### src/hw/rtl/dcd_pkg.sv
`timescale 1ns / 1ps
// ----------------------------------------------------------------------------
// Delimited command deframer package
// Shared constants and types for the deframer front end, queue and back end.
// ----------------------------------------------------------------------------
package dcd_pkg;

    localparam int MAX_COMMAND = 50;
    localparam int LEN_W       = $clog2(MAX_COMMAND + 1);
    localparam int ADDR_W      = (MAX_COMMAND > 1) ? $clog2(MAX_COMMAND) : 1;
    localparam int CFG_ADDR_W  = 1;

    localparam logic [7:0] START_RESET = 8'h21;
    localparam logic [7:0] END_RESET   = 8'h23;
    localparam logic [7:0] CHAR_CR     = 8'h0D;
    localparam logic [7:0] CHAR_LF     = 8'h0A;

    localparam logic [CFG_ADDR_W-1:0] REG_START_CHAR = 1'b0;
    localparam logic [CFG_ADDR_W-1:0] REG_END_CHAR   = 1'b1;

    typedef enum logic [1:0] {
        KIND_ECHO = 2'd0,
        KIND_CMD  = 2'd1,
        KIND_EOL  = 2'd2
    } t_kind;

    typedef struct packed {
        logic             is_end;
        logic [7:0]       data;
        logic [LEN_W-1:0] len;
    } t_cmd;

    typedef struct packed {
        logic              frame_done;
        logic [ADDR_W-1:0] rd_addr;
    } t_back_req;

endpackage

### src/hw/rtl/dcd_front.sv
`timescale 1ns / 1ps
// ----------------------------------------------------------------------------
// Deframer front end
// Accepts received bytes, tracks the capture state, stores command bytes and
// issues echo and frame-end commands to the queue.
// ----------------------------------------------------------------------------
module dcd_front (
    input  logic                              i_clk,
    input  logic                              i_rst_n,
    input  logic                              i_cfg_we,
    input  logic [dcd_pkg::CFG_ADDR_W-1:0]    i_cfg_addr,
    input  logic [7:0]                        i_cfg_data,
    input  logic                              push,
    output logic                              full,
    input  logic [7:0]                        i_in_byte,
    input  logic                              i_q_full,
    output logic                              o_q_push,
    output dcd_pkg::t_cmd                     o_q_cmd,
    input  dcd_pkg::t_back_req                i_req,
    output logic [7:0]                        o_rd_data
);
    import dcd_pkg::*;

    logic [7:0]       r_start_char;
    logic [7:0]       r_end_char;
    logic             r_capturing;
    logic             n_capturing;
    logic [LEN_W-1:0] r_len;
    logic [LEN_W-1:0] n_len;
    logic             r_busy;
    logic             n_busy;
    logic [7:0]       r_store [MAX_COMMAND];
    logic [7:0]       r_rd_data;
    logic             accept;
    logic             store_we;

    assign full   = i_q_full | r_busy;
    assign accept = push & ~full;

    always_comb begin
        n_capturing = r_capturing;
        n_len       = r_len;
        n_busy      = r_busy;
        store_we    = 1'b0;
        o_q_push    = 1'b0;
        o_q_cmd     = '{is_end: 1'b0, data: i_in_byte, len: r_len};
        if (i_req.frame_done) begin
            n_busy = 1'b0;
        end
        if (accept && (i_in_byte != 8'd0)) begin
            o_q_push = 1'b1;
            if (!r_capturing) begin
                if (i_in_byte == r_start_char) begin
                    n_capturing = 1'b1;
                    n_len       = '0;
                end
            end else if (i_in_byte == r_start_char) begin
                n_len = '0;
            end else if (i_in_byte == r_end_char) begin
                o_q_cmd.is_end = 1'b1;
                n_capturing    = 1'b0;
                n_len          = '0;
                n_busy         = 1'b1;
            end else if (r_len >= LEN_W'(MAX_COMMAND)) begin
                n_capturing = 1'b0;
                n_len       = '0;
            end else begin
                store_we = 1'b1;
                n_len    = r_len + 1'b1;
            end
        end
    end

    always_ff @(posedge i_clk) begin
        if (!i_rst_n) begin
            r_start_char <= START_RESET;
            r_end_char   <= END_RESET;
            r_capturing  <= 1'b0;
            r_len        <= '0;
            r_busy       <= 1'b0;
        end else begin
            if (i_cfg_we && (i_cfg_addr == REG_START_CHAR)) begin
                r_start_char <= i_cfg_data;
            end
            if (i_cfg_we && (i_cfg_addr == REG_END_CHAR)) begin
                r_end_char <= i_cfg_data;
            end
            r_capturing <= n_capturing;
            r_len       <= n_len;
            r_busy      <= n_busy;
        end
    end

    always_ff @(posedge i_clk) begin
        if (store_we) begin
            r_store[r_len[ADDR_W-1:0]] <= i_in_byte;
        end
        r_rd_data <= r_store[i_req.rd_addr];
    end

    assign o_rd_data = r_rd_data;

endmodule

### src/hw/rtl/dcd_queue.sv
`timescale 1ns / 1ps
// ----------------------------------------------------------------------------
// Command queue
// Two-entry queue that decouples the front end from the back end.
// ----------------------------------------------------------------------------
module dcd_queue (
    input  logic          i_clk,
    input  logic          i_rst_n,
    input  logic          i_push,
    input  dcd_pkg::t_cmd i_cmd,
    output logic          o_full,
    input  logic          i_pop,
    output logic          o_valid,
    output dcd_pkg::t_cmd o_cmd
);
    import dcd_pkg::*;

    t_cmd       r_slot [2];
    logic       r_wptr;
    logic       r_rptr;
    logic [1:0] r_count;

    assign o_full  = (r_count == 2'd2);
    assign o_valid = (r_count != 2'd0);
    assign o_cmd   = r_slot[r_rptr];

    always_ff @(posedge i_clk) begin
        if (!i_rst_n) begin
            r_wptr  <= 1'b0;
            r_rptr  <= 1'b0;
            r_count <= 2'd0;
        end else begin
            if (i_push) begin
                r_wptr <= ~r_wptr;
            end
            if (i_pop) begin
                r_rptr <= ~r_rptr;
            end
            r_count <= r_count + {1'b0, i_push} - {1'b0, i_pop};
        end
    end

    always_ff @(posedge i_clk) begin
        if (i_push) begin
            r_slot[r_wptr] <= i_cmd;
        end
    end

endmodule

### src/hw/rtl/dcd_back.sv
`timescale 1ns / 1ps
// ----------------------------------------------------------------------------
// Deframer back end
// Executes queued commands: emits echoes, reads out a finished command and
// appends the line ending, through a single output register.
// ----------------------------------------------------------------------------
module dcd_back (
    input  logic               i_clk,
    input  logic               i_rst_n,
    input  logic               i_q_valid,
    input  dcd_pkg::t_cmd      i_q_cmd,
    output logic               o_q_pop,
    output dcd_pkg::t_back_req o_req,
    input  logic [7:0]         i_rd_data,
    output logic               empty,
    input  logic               pop,
    output logic [7:0]         o_out_byte,
    output logic [1:0]         o_out_kind,
    output logic               o_last
);
    import dcd_pkg::*;

    typedef enum logic [3:0] {
        S_IDLE = 4'b0001,
        S_CMD  = 4'b0010,
        S_CR   = 4'b0100,
        S_LF   = 4'b1000
    } t_state;

    t_state           r_state;
    t_state           n_state;
    logic [LEN_W-1:0] r_idx;
    logic [LEN_W-1:0] n_idx;
    logic [LEN_W-1:0] r_len;
    logic [LEN_W-1:0] n_len;
    logic             r_out_valid;
    logic [7:0]       r_out_byte;
    t_kind            r_out_kind;
    logic             r_out_last;
    logic             slot_free;
    logic             load;
    logic [7:0]       ld_byte;
    t_kind            ld_kind;
    logic             ld_last;
    logic             done;

    assign slot_free = ~r_out_valid | pop;

    always_comb begin
        n_state = r_state;
        n_idx   = r_idx;
        n_len   = r_len;
        o_q_pop = 1'b0;
        load    = 1'b0;
        ld_byte = i_q_cmd.data;
        ld_kind = KIND_ECHO;
        ld_last = 1'b1;
        done    = 1'b0;
        case (r_state)
            S_IDLE: begin
                if (i_q_valid && slot_free) begin
                    o_q_pop = 1'b1;
                    load    = 1'b1;
                    ld_last = ~i_q_cmd.is_end;
                    if (i_q_cmd.is_end) begin
                        n_idx   = '0;
                        n_len   = i_q_cmd.len;
                        n_state = (i_q_cmd.len == '0) ? S_CR : S_CMD;
                    end
                end
            end
            S_CMD: begin
                if (slot_free) begin
                    load    = 1'b1;
                    ld_byte = i_rd_data;
                    ld_kind = KIND_CMD;
                    ld_last = 1'b0;
                    n_idx   = r_idx + 1'b1;
                    if (n_idx == r_len) begin
                        n_state = S_CR;
                    end
                end
            end
            S_CR: begin
                if (slot_free) begin
                    load    = 1'b1;
                    ld_byte = CHAR_CR;
                    ld_kind = KIND_EOL;
                    ld_last = 1'b0;
                    n_state = S_LF;
                end
            end
            S_LF: begin
                if (slot_free) begin
                    load    = 1'b1;
                    ld_byte = CHAR_LF;
                    ld_kind = KIND_EOL;
                    ld_last = 1'b1;
                    done    = 1'b1;
                    n_state = S_IDLE;
                end
            end
            default: begin
                n_state = S_IDLE;
            end
        endcase
    end

    assign o_req.frame_done = done;
    assign o_req.rd_addr    = (n_idx < LEN_W'(MAX_COMMAND)) ? n_idx[ADDR_W-1:0] : '0;

    always_ff @(posedge i_clk) begin
        if (!i_rst_n) begin
            r_state     <= S_IDLE;
            r_idx       <= '0;
            r_len       <= '0;
            r_out_valid <= 1'b0;
        end else begin
            r_state <= n_state;
            r_idx   <= n_idx;
            r_len   <= n_len;
            if (load) begin
                r_out_valid <= 1'b1;
            end else if (pop) begin
                r_out_valid <= 1'b0;
            end
        end
    end

    always_ff @(posedge i_clk) begin
        if (load) begin
            r_out_byte <= ld_byte;
            r_out_kind <= ld_kind;
            r_out_last <= ld_last;
        end
    end

    assign empty      = ~r_out_valid;
    assign o_out_byte = r_out_byte;
    assign o_out_kind = r_out_kind;
    assign o_last     = r_out_last;

endmodule

### src/hw/rtl/delimited_command_deframer_unit.sv
`timescale 1ns / 1ps
// ----------------------------------------------------------------------------
// Delimited command deframer
// Echoes received bytes and, on the end character, replays the captured
// command followed by CR and LF.
// ----------------------------------------------------------------------------
// An accepted byte's echo passes through the command queue and the back
// end's output register before it reaches the result ports; ordinary bytes
// can be pushed every cycle while the two-entry command queue has room. A
// byte that closes a frame holds full high until the back end has loaded
// the LF into its output register, as the command is read out one byte at a
// time through the single output register and the one read port of the
// command store. Zero bytes are accepted and dropped.
module delimited_command_deframer_unit (
    input  logic                           i_clk,
    input  logic                           i_rst_n,
    input  logic                           i_cfg_we,
    input  logic [dcd_pkg::CFG_ADDR_W-1:0] i_cfg_addr,
    input  logic [7:0]                     i_cfg_data,
    input  logic                           push,
    output logic                           full,
    input  logic [7:0]                     i_in_byte,
    output logic                           empty,
    input  logic                           pop,
    output logic [7:0]                     o_out_byte,
    output logic [1:0]                     o_out_kind,
    output logic                           o_last
);
    import dcd_pkg::*;

    logic      q_full;
    logic      q_push;
    t_cmd      q_in;
    logic      q_pop;
    logic      q_valid;
    t_cmd      q_out;
    t_back_req back_req;
    logic [7:0] rd_data;

    dcd_front u_front (
        .i_clk      (i_clk),
        .i_rst_n    (i_rst_n),
        .i_cfg_we   (i_cfg_we),
        .i_cfg_addr (i_cfg_addr),
        .i_cfg_data (i_cfg_data),
        .push       (push),
        .full       (full),
        .i_in_byte  (i_in_byte),
        .i_q_full   (q_full),
        .o_q_push   (q_push),
        .o_q_cmd    (q_in),
        .i_req      (back_req),
        .o_rd_data  (rd_data)
    );

    dcd_queue u_queue (
        .i_clk   (i_clk),
        .i_rst_n (i_rst_n),
        .i_push  (q_push),
        .i_cmd   (q_in),
        .o_full  (q_full),
        .i_pop   (q_pop),
        .o_valid (q_valid),
        .o_cmd   (q_out)
    );

    dcd_back u_back (
        .i_clk      (i_clk),
        .i_rst_n    (i_rst_n),
        .i_q_valid  (q_valid),
        .i_q_cmd    (q_out),
        .o_q_pop    (q_pop),
        .o_req      (back_req),
        .i_rd_data  (rd_data),
        .empty      (empty),
        .pop        (pop),
        .o_out_byte (o_out_byte),
        .o_out_kind (o_out_kind),
        .o_last     (o_last)
    );

    a_no_push_when_full: assert property (@(posedge i_clk) disable iff (!i_rst_n)
        q_push |-> !q_full)
        else $error("Command queue overrun.");

    a_cmd_not_last: assert property (@(posedge i_clk) disable iff (!i_rst_n)
        (!empty && (o_out_kind == KIND_CMD)) |-> !o_last)
        else $error("Command byte marked as last.");

    a_lf_is_last: assert property (@(posedge i_clk) disable iff (!i_rst_n)
        (!empty && (o_out_kind == KIND_EOL) && (o_out_byte == CHAR_LF)) |-> o_last)
        else $error("Line feed not marked as last.");

    a_pop_only_when_valid: assert property (@(posedge i_clk) disable iff (!i_rst_n)
        q_pop |-> q_valid)
        else $error("Command queue underrun.");

endmodule

### config.mk
export PLATFORM = sky130hd
export DESIGN_NAME = delimited_command_deframer_unit
export DESIGN_NICKNAME = d
export VERILOG_FILES = /design/src/hw/rtl/dcd_pkg.sv /design/src/hw/rtl/dcd_front.sv /design/src/hw/rtl/dcd_queue.sv /design/src/hw/rtl/dcd_back.sv /design/src/hw/rtl/delimited_command_deframer_unit.sv
export SDC_FILE = /design/constraint.sdc
export NUM_CORES = 1
export LEC_CHECK = 0
export ABC_CLOCK_PERIOD_IN_PS = 9700
export BUFFER_PORTS_ARGS = -buffer_cell sky130_fd_sc_hd__buf_2
export CORE_MARGIN = 10
export CORE_UTILIZATION = 50
export CTS_CLUSTER_DIAMETER = 40
export DETAILED_ROUTE_END_ITERATION = 8
export PLACE_DENSITY = 0.69
export SLEW_MARGIN = 20
export SYNTH_ARGS = -nofsm -noshare
export SYNTH_HDL_FRONTEND = slang
export SYNTH_SLANG_ARGS = --single-unit
### constraint.sdc
create_clock -name i_clk -period 9.7 [get_ports i_clk]
set_input_delay 0.485 -clock i_clk [delete_from_list [all_inputs] [get_ports i_clk]]
set_output_delay 0.485 -clock i_clk [all_outputs]
set_load 0.05 [all_outputs]
======== Word level (Yosys, flattened, before mapping) ========
Memory sizes are Yosys's and may differ from the RTL's. A register that Yosys moved wholly into a read port is not among the register bits.
Index checks and enable logic that the tools add are counted.
storage, ports and cells
  memories ................................ 2
  memory bits (writable) .................. 430
  flip-flop bits (word level) ............. 56
  word-level logic and storage cells ...... 120
  input bits .............................. 22
  output and inout bits ................... 13
memory list
  name             words  bits a word  rd ports  clocked after memory_dff  wr ports  line             text
  u_front.r_store  50     8            1         1                         1         dcd_front.sv:32  logic [7:0] r_store [MAX_COMMAND];
  u_queue.r_slot   2      15           1         1                         1         dcd_queue.sv:18  t_cmd r_slot [2];
operators by class
  magnitude comparators ................... 2
  equal/unequal tests ..................... 14
  bitwise gates (word level) .............. 9
  mux-type cells .......................... 59
  reductions and logical operators ........ 15
  $add $sub $neg .......................... 4
operator list
  operator                                                          number
  6-bit 2-to-1 mux                                                  9
  1-bit 2-to-1 mux                                                  33
  4-bit 2-to-1 mux                                                  6
  8-bit 2-to-1 mux                                                  3
  8-bit one-hot mux with 3 select lines                             1
  8-bit == test                                                     2
  4-bit one-hot mux with 4 select lines                             1
  6-bit by 1-bit adder with 6-bit output (second input constant)    2
  2-bit by 1-bit != test with 1-bit output (second input constant)  6
  6-bit one-hot mux with 2 select lines                             1
  8-bit nonzero test                                                1
  6-bit == test                                                     1
  6-bit greater-or-equal comparator (second input constant)         1
  6-bit logical NOT                                                 1
  6-bit < comparator (second input constant)                        1
  1-bit inverter                                                    6
  6-bit AND reduction                                               1
  2-bit nonzero test                                                3
  4-bit by 1-bit == test with 1-bit output (second input constant)  1
  4-bit by 2-bit == test with 1-bit output (second input constant)  1
  4-bit by 3-bit == test with 1-bit output (second input constant)  1
  4-bit == test (second input constant)                             1
  1-bit logical AND                                                 4
  1-bit one-hot mux with 2 select lines                             2
  12 further kinds                                                  14

======== Depth between registers and ports, before layout ========
  word-level depth ........................ 9
  gate-level depth with buffers ........... 14
  mapped depth without buffers ............ 10

======== Modules after synthesis ========
A second synthesis with hierarchy kept.
unflattened totals
  cells, all modules ...................... 1170
  area total of the unflattened synthesis .. 20096.8 um2
by module, submodules not included
  module     seq. area each (um2)  cells an instance  times used  area an instance (um2)
  dcd_front  12652.1               911                1           17076.4
  dcd_back   670.6                 191                1           1654.1
  dcd_queue  1001.0                68                 1           1366.3

======== Worst setup path after synthesis ========
No wires, ideal clock.
  kind .................................... reg-to-reg
  start point ............................. register u_back.r_state[1]
  end point ............................... register u_front.r_rd_data[6], in the netlist u_front.o_rd_data[6], read port of u_front.r_store
  path buffers ............................ 4
  stages on the path, launching flop included .. 14
  arrival time ............................ 3443 ps
  library setup time ...................... 122 ps
  period minus slack after synthesis ...... 3565 ps
  path slack .............................. 6135 ps
  data required time ...................... 9578 ps
  path through ............................ dfxtp_1 buf_2 or4b_1 buf_2 or4_1 a21oi_1 buf_2 buf_2 mux2_2 o21ai_0 a31oi_1 a211oi_1 nor3_1 a221o_1
between the ends
  word-level cells in the longest chain between the ends .. 4
  elaborated cells between the ends (all ways) .. 5
  classes of those cells .................. order compare (1); eq/ne (2); mux (2)
RTL lines
  item                                                                                                         line             text
  start: declaration                                                                                           dcd_back.sv:30   t_state r_state;
  start signal: assignment                                                                                     dcd_back.sv:119  r_state <= n_state;
  4-bit by 2-bit == test with 1-bit output / 4-bit by 1-bit == test with 1-bit output (equally long branches)  dcd_back.sv:59   case (r_state)
  6-bit one-hot mux with 2 select lines *                                                                      dcd_back.sv:59
  6-bit < comparator                                                                                           dcd_back.sv:110  assign o_req.rd_addr = (n_idx < LEN_W'(MAX_COMMAND)) ? n_idx[ADDR_W-1:0] : '0;
  6-bit 2-to-1 mux *                                                                                           dcd_back.sv:110
  end: declaration                                                                                             dcd_front.sv:33  logic [7:0] r_rd_data;
Every way passes the cells marked *; elsewhere a longest branch is shown, timed or not.
A chain may end at the register's enable or synchronous reset.

======== Final worst setup path ========
  start point ............................. register u_back.r_state[0]
  end point ............................... register u_front.r_rd_data[0], in the netlist u_front.o_rd_data[0], read port of u_front.r_store
Same word-level chain as after synthesis.

==> flow_summary_export.csv <==
group,metric,value,unit
detailed_routing,routed_wl,53290,um
clock_tree,clkLatencyLatePin,600,ps
floorplanning,design.core.area,40010,um^2
logic_synthesis,synth-seq-cells,495,
critical_path,crit_arrival,5630,ps
clock_tree,cts_sinks,495,
critical_path,crit_slowest_cell,"nor4_4",
critical_path,cp_data_required_time,10180,ps
logic_synthesis,avgSynthCellArea,12.62,um^2
detailed_routing,ant_nets,0,
place,dp_slack,4703,ps
clock_tree,cts_buffers,70,
logic_synthesis,ys_types,64,
layout,area_growth,15.02,%
logic_synthesis,synth_top_cell_area_share,65.07,%
grt,grt_pass1_vias,13040,
place,io_buffers,34,
critical_path,critical-path-top-cell-by-count,"buf_4",
layout,regArea,14320,um^2
grt,grt_antenna_before_repair,3,
clock_tree,htreeDepth,3,
critical_path,critPathMaxFanout,80,
layout,layout_commonest_cell,"edfxtp_1",
critical_path,crit_path_max_incr_delay,940,ps
pwr,p_per_area,250.5,nW/um^2
clock_tree,cts_setup_buffers,0,
sta,relSlewSlack,31.11,%
logic_synthesis,ys_seq_area_share,70.38,%
sta,setup_tns,0,ps
sta,rsz0062_at_grt,"no",
clock_tree,post_cts_resized,0,
flow_run,maxCapViolations,0,
layout,finish.utilization,58.51,%
logic_synthesis,syn_inst,1613,
floorplanning,die_area,49170,um^2
pwr,leakagePower,8.138,nW
clock_tree,cts_hold_buf,0,
sta,period_minus_slack,5146,ps
logic_synthesis,netlist_top_cells_area,"edfxtp_1 65%, nand2_1 7.5%, dfxtp_1 5.3%",
sta,worstMarginPinSlew,1033,ps
sta,skew,33.52,ps
hold_path,hp-class,"primary input to register",
layout,diodes,0,
detailed_routing,dr.pass1.iters,6,
critical_path,critical-path-top-delay-family,"simple AND/OR/NAND/NOR gates",
sta,setup_viol,0,
pwr,peakVddDrop,0.1767,mV
floorplanning,initial_core_util,50.87,%
critical_path,cp-end-kind,"register",
detailed_routing,drtIter0Drc,1823,
logic_synthesis,netlist_area,20350,um^2
logic_synthesis,synth_ff_type,"edfxtp_1",
layout,nNetsFinal,1675,
critical_path,worst-path-buf-inv,2,
layout,fillerInstances,3118,
floorplanning,ios,35,
layout,multi_input_area,5674,um^2
grt,grt_pass1_wl,80210,um
clock_tree,cts_buffer_depth,3,
grt,grt_start_max_net_pins,91,
logic_synthesis,synth_edf_count,441,
clock_tree,cts_root_buffer,"clkbuf_16",
logic_synthesis,synth_top_cell_by_area,"edfxtp_1",
logic_synthesis,syn_nets,1640,
clock_tree,cts_tree,"done",
logic_synthesis,yosysWarningCount,0,
sta,hold_violations,0,
detailed_routing,drc,0,
grt,grt-ovfl-total,0,
pwr,power,5.864,mW
sta,max_freq,0.1943,GHz
logic_synthesis,synth-async-reset-ratio,0,%
place,gp_congestion,0.8818,
detailed_routing,viasPerCell,6.090,
floorplanning,num_rows,73,
detailed_routing,num_vias,13570,
status,status,"finished clean",
critical_path,path_class,"register to register",
grt,grt_usage,21.03,%
floorplanning,die_w,221.8,um
critical_path,setup.worst_path.start_class,"register",
critical_path,path_cells,"or4b_1, nor4_4, a211oi_1, o311ai_4, buf_4, nand2_2, buf_4, nand2_1, a31oi_1, or4_1, a221o_1",
sta,fin_ws,4554,ps
clock_tree,clkSlewWorstSetupHoldPaths,60,ps
sta,slew_viol_final,0,
place,hpwl,31520,um
layout,layout_common_cells,"441 x edfxtp_1, 405 x nand2_1, 94 x nand3_1, 77 x a31oi_1, 72 x clkbuf_16",
detailed_routing,wl_per_cell,23.92,um
layout,layout-drive-gt1-share,12.39,%
floorplanning,die_h,221.8,um
sta,min_period_over_period,53.05,%
synth_stat cells, drive strengths merged, types with 4 or more instances:
library cell / n
edfxtp: 441
nand2: 406
nand3: 94
a31oi: 77
nor2: 68
clkbuf: 65
dfxtp: 54
o21ai: 49
mux2i: 31
buf: 30
and3: 25
nor3: 18
or4: 18
xnor2: 18
a221o: 16
xor2: 16
a21boi: 15
a211oi: 14
and2: 13
a21oi: 11
a311oi: 10
inv: 10
nor2b: 10
a31o: 9
mux2: 9
a2111oi: 8
nor4: 8
o211a: 8
a311o: 7
nand2b: 6
ha: 5
nand4: 4
nor4b: 4
tightest hold or removal path, cell delays in order:
cell and delay, ps:
buf_2 90, nand2_1 40, nand3_1 60
registers in the layout, summed over array words and instances, names as in the netlist, named ones only:
name                  count
u_back.o_last             1
u_back.o_out_byte         8
u_back.o_out_kind         2
u_back.r_idx              6
u_back.r_len              6
u_back.r_out_valid        1
u_back.r_state            4
u_front.o_rd_data         8
u_front.r_busy            1
u_front.r_capturing       1
u_front.r_end_char        8
u_front.r_len             6
u_front.r_start_char      8
u_front.r_store         400
u_queue.r_count           2
u_queue.r_rptr            1
u_queue.r_slot           30
u_queue.r_wptr            1
power by group:
part | internal, mW | leakage, nW | switching (mW)
sequential | 2.42 | 4.42 | 0.0666
clock | 1.59 | 1.15 | 0.963
combinational | 0.247 | 2.56 | 0.577
total | 4.26 | 8.14 | 1.61
stage by stage:
step	area [um^2]	hold WS, ps	cells
4_1_cts	23400	125.6	2228
5_1_grt	23410	143.3	2228
6_report	23410	146.4	2228
3_5_place_dp	21040	476.0	2101
3_3_place_gp	21030	466.9	2101
2_1_floorplan	20350	423.7	1613
final timing paths:
path                                 startpoint                                   end  slack, ps  cells after the start
max              u_back.r_state[0]$_SDFFE_PN1P_          u_front.o_rd_data[0]$_DFF_P_       4550                     11
min                               i_cfg_data[0]  u_front.r_start_char[0]$_SDFFE_PN1P_        150                      3
max reg2reg      u_back.r_state[0]$_SDFFE_PN1P_          u_front.o_rd_data[0]$_DFF_P_       4550                     11
min reg2reg  u_front.r_end_char[2]$_SDFFE_PN0P_    u_front.r_end_char[2]$_SDFFE_PN0P_        480                      2
layer usage:
metal	share of wire (%)	up-vias	wire (um)	track usage (%)
met5	0	-	0	0
met4	3.3	0	1784	8.506
met3	9.6	100	5127	5.537
met2	47	706	24900	32.59
met1	40	6678	21470	27.65
li1	-	6085	-	-
area by class of cell:
type,instances,area share [%]
clock buffer,83,8.002
clock inverter,44,2.106
inverter,10,0.1604
multi-input combinational,1013,24.24
sequential,495,61.19
tap,525,2.806
timing repair buffer,58,1.497
kinds of logic after synthesis:
group	Yosys count	synth area share, %
compound gates	246	8.718
flops	495	70.38
buf+inv	105	2.066
xor+xnor	34	1.463
simple gates	688	15.04
fa+ha+maj	5	0.3074
mux	40	2.023
Power figures use the tool's default switching activity.
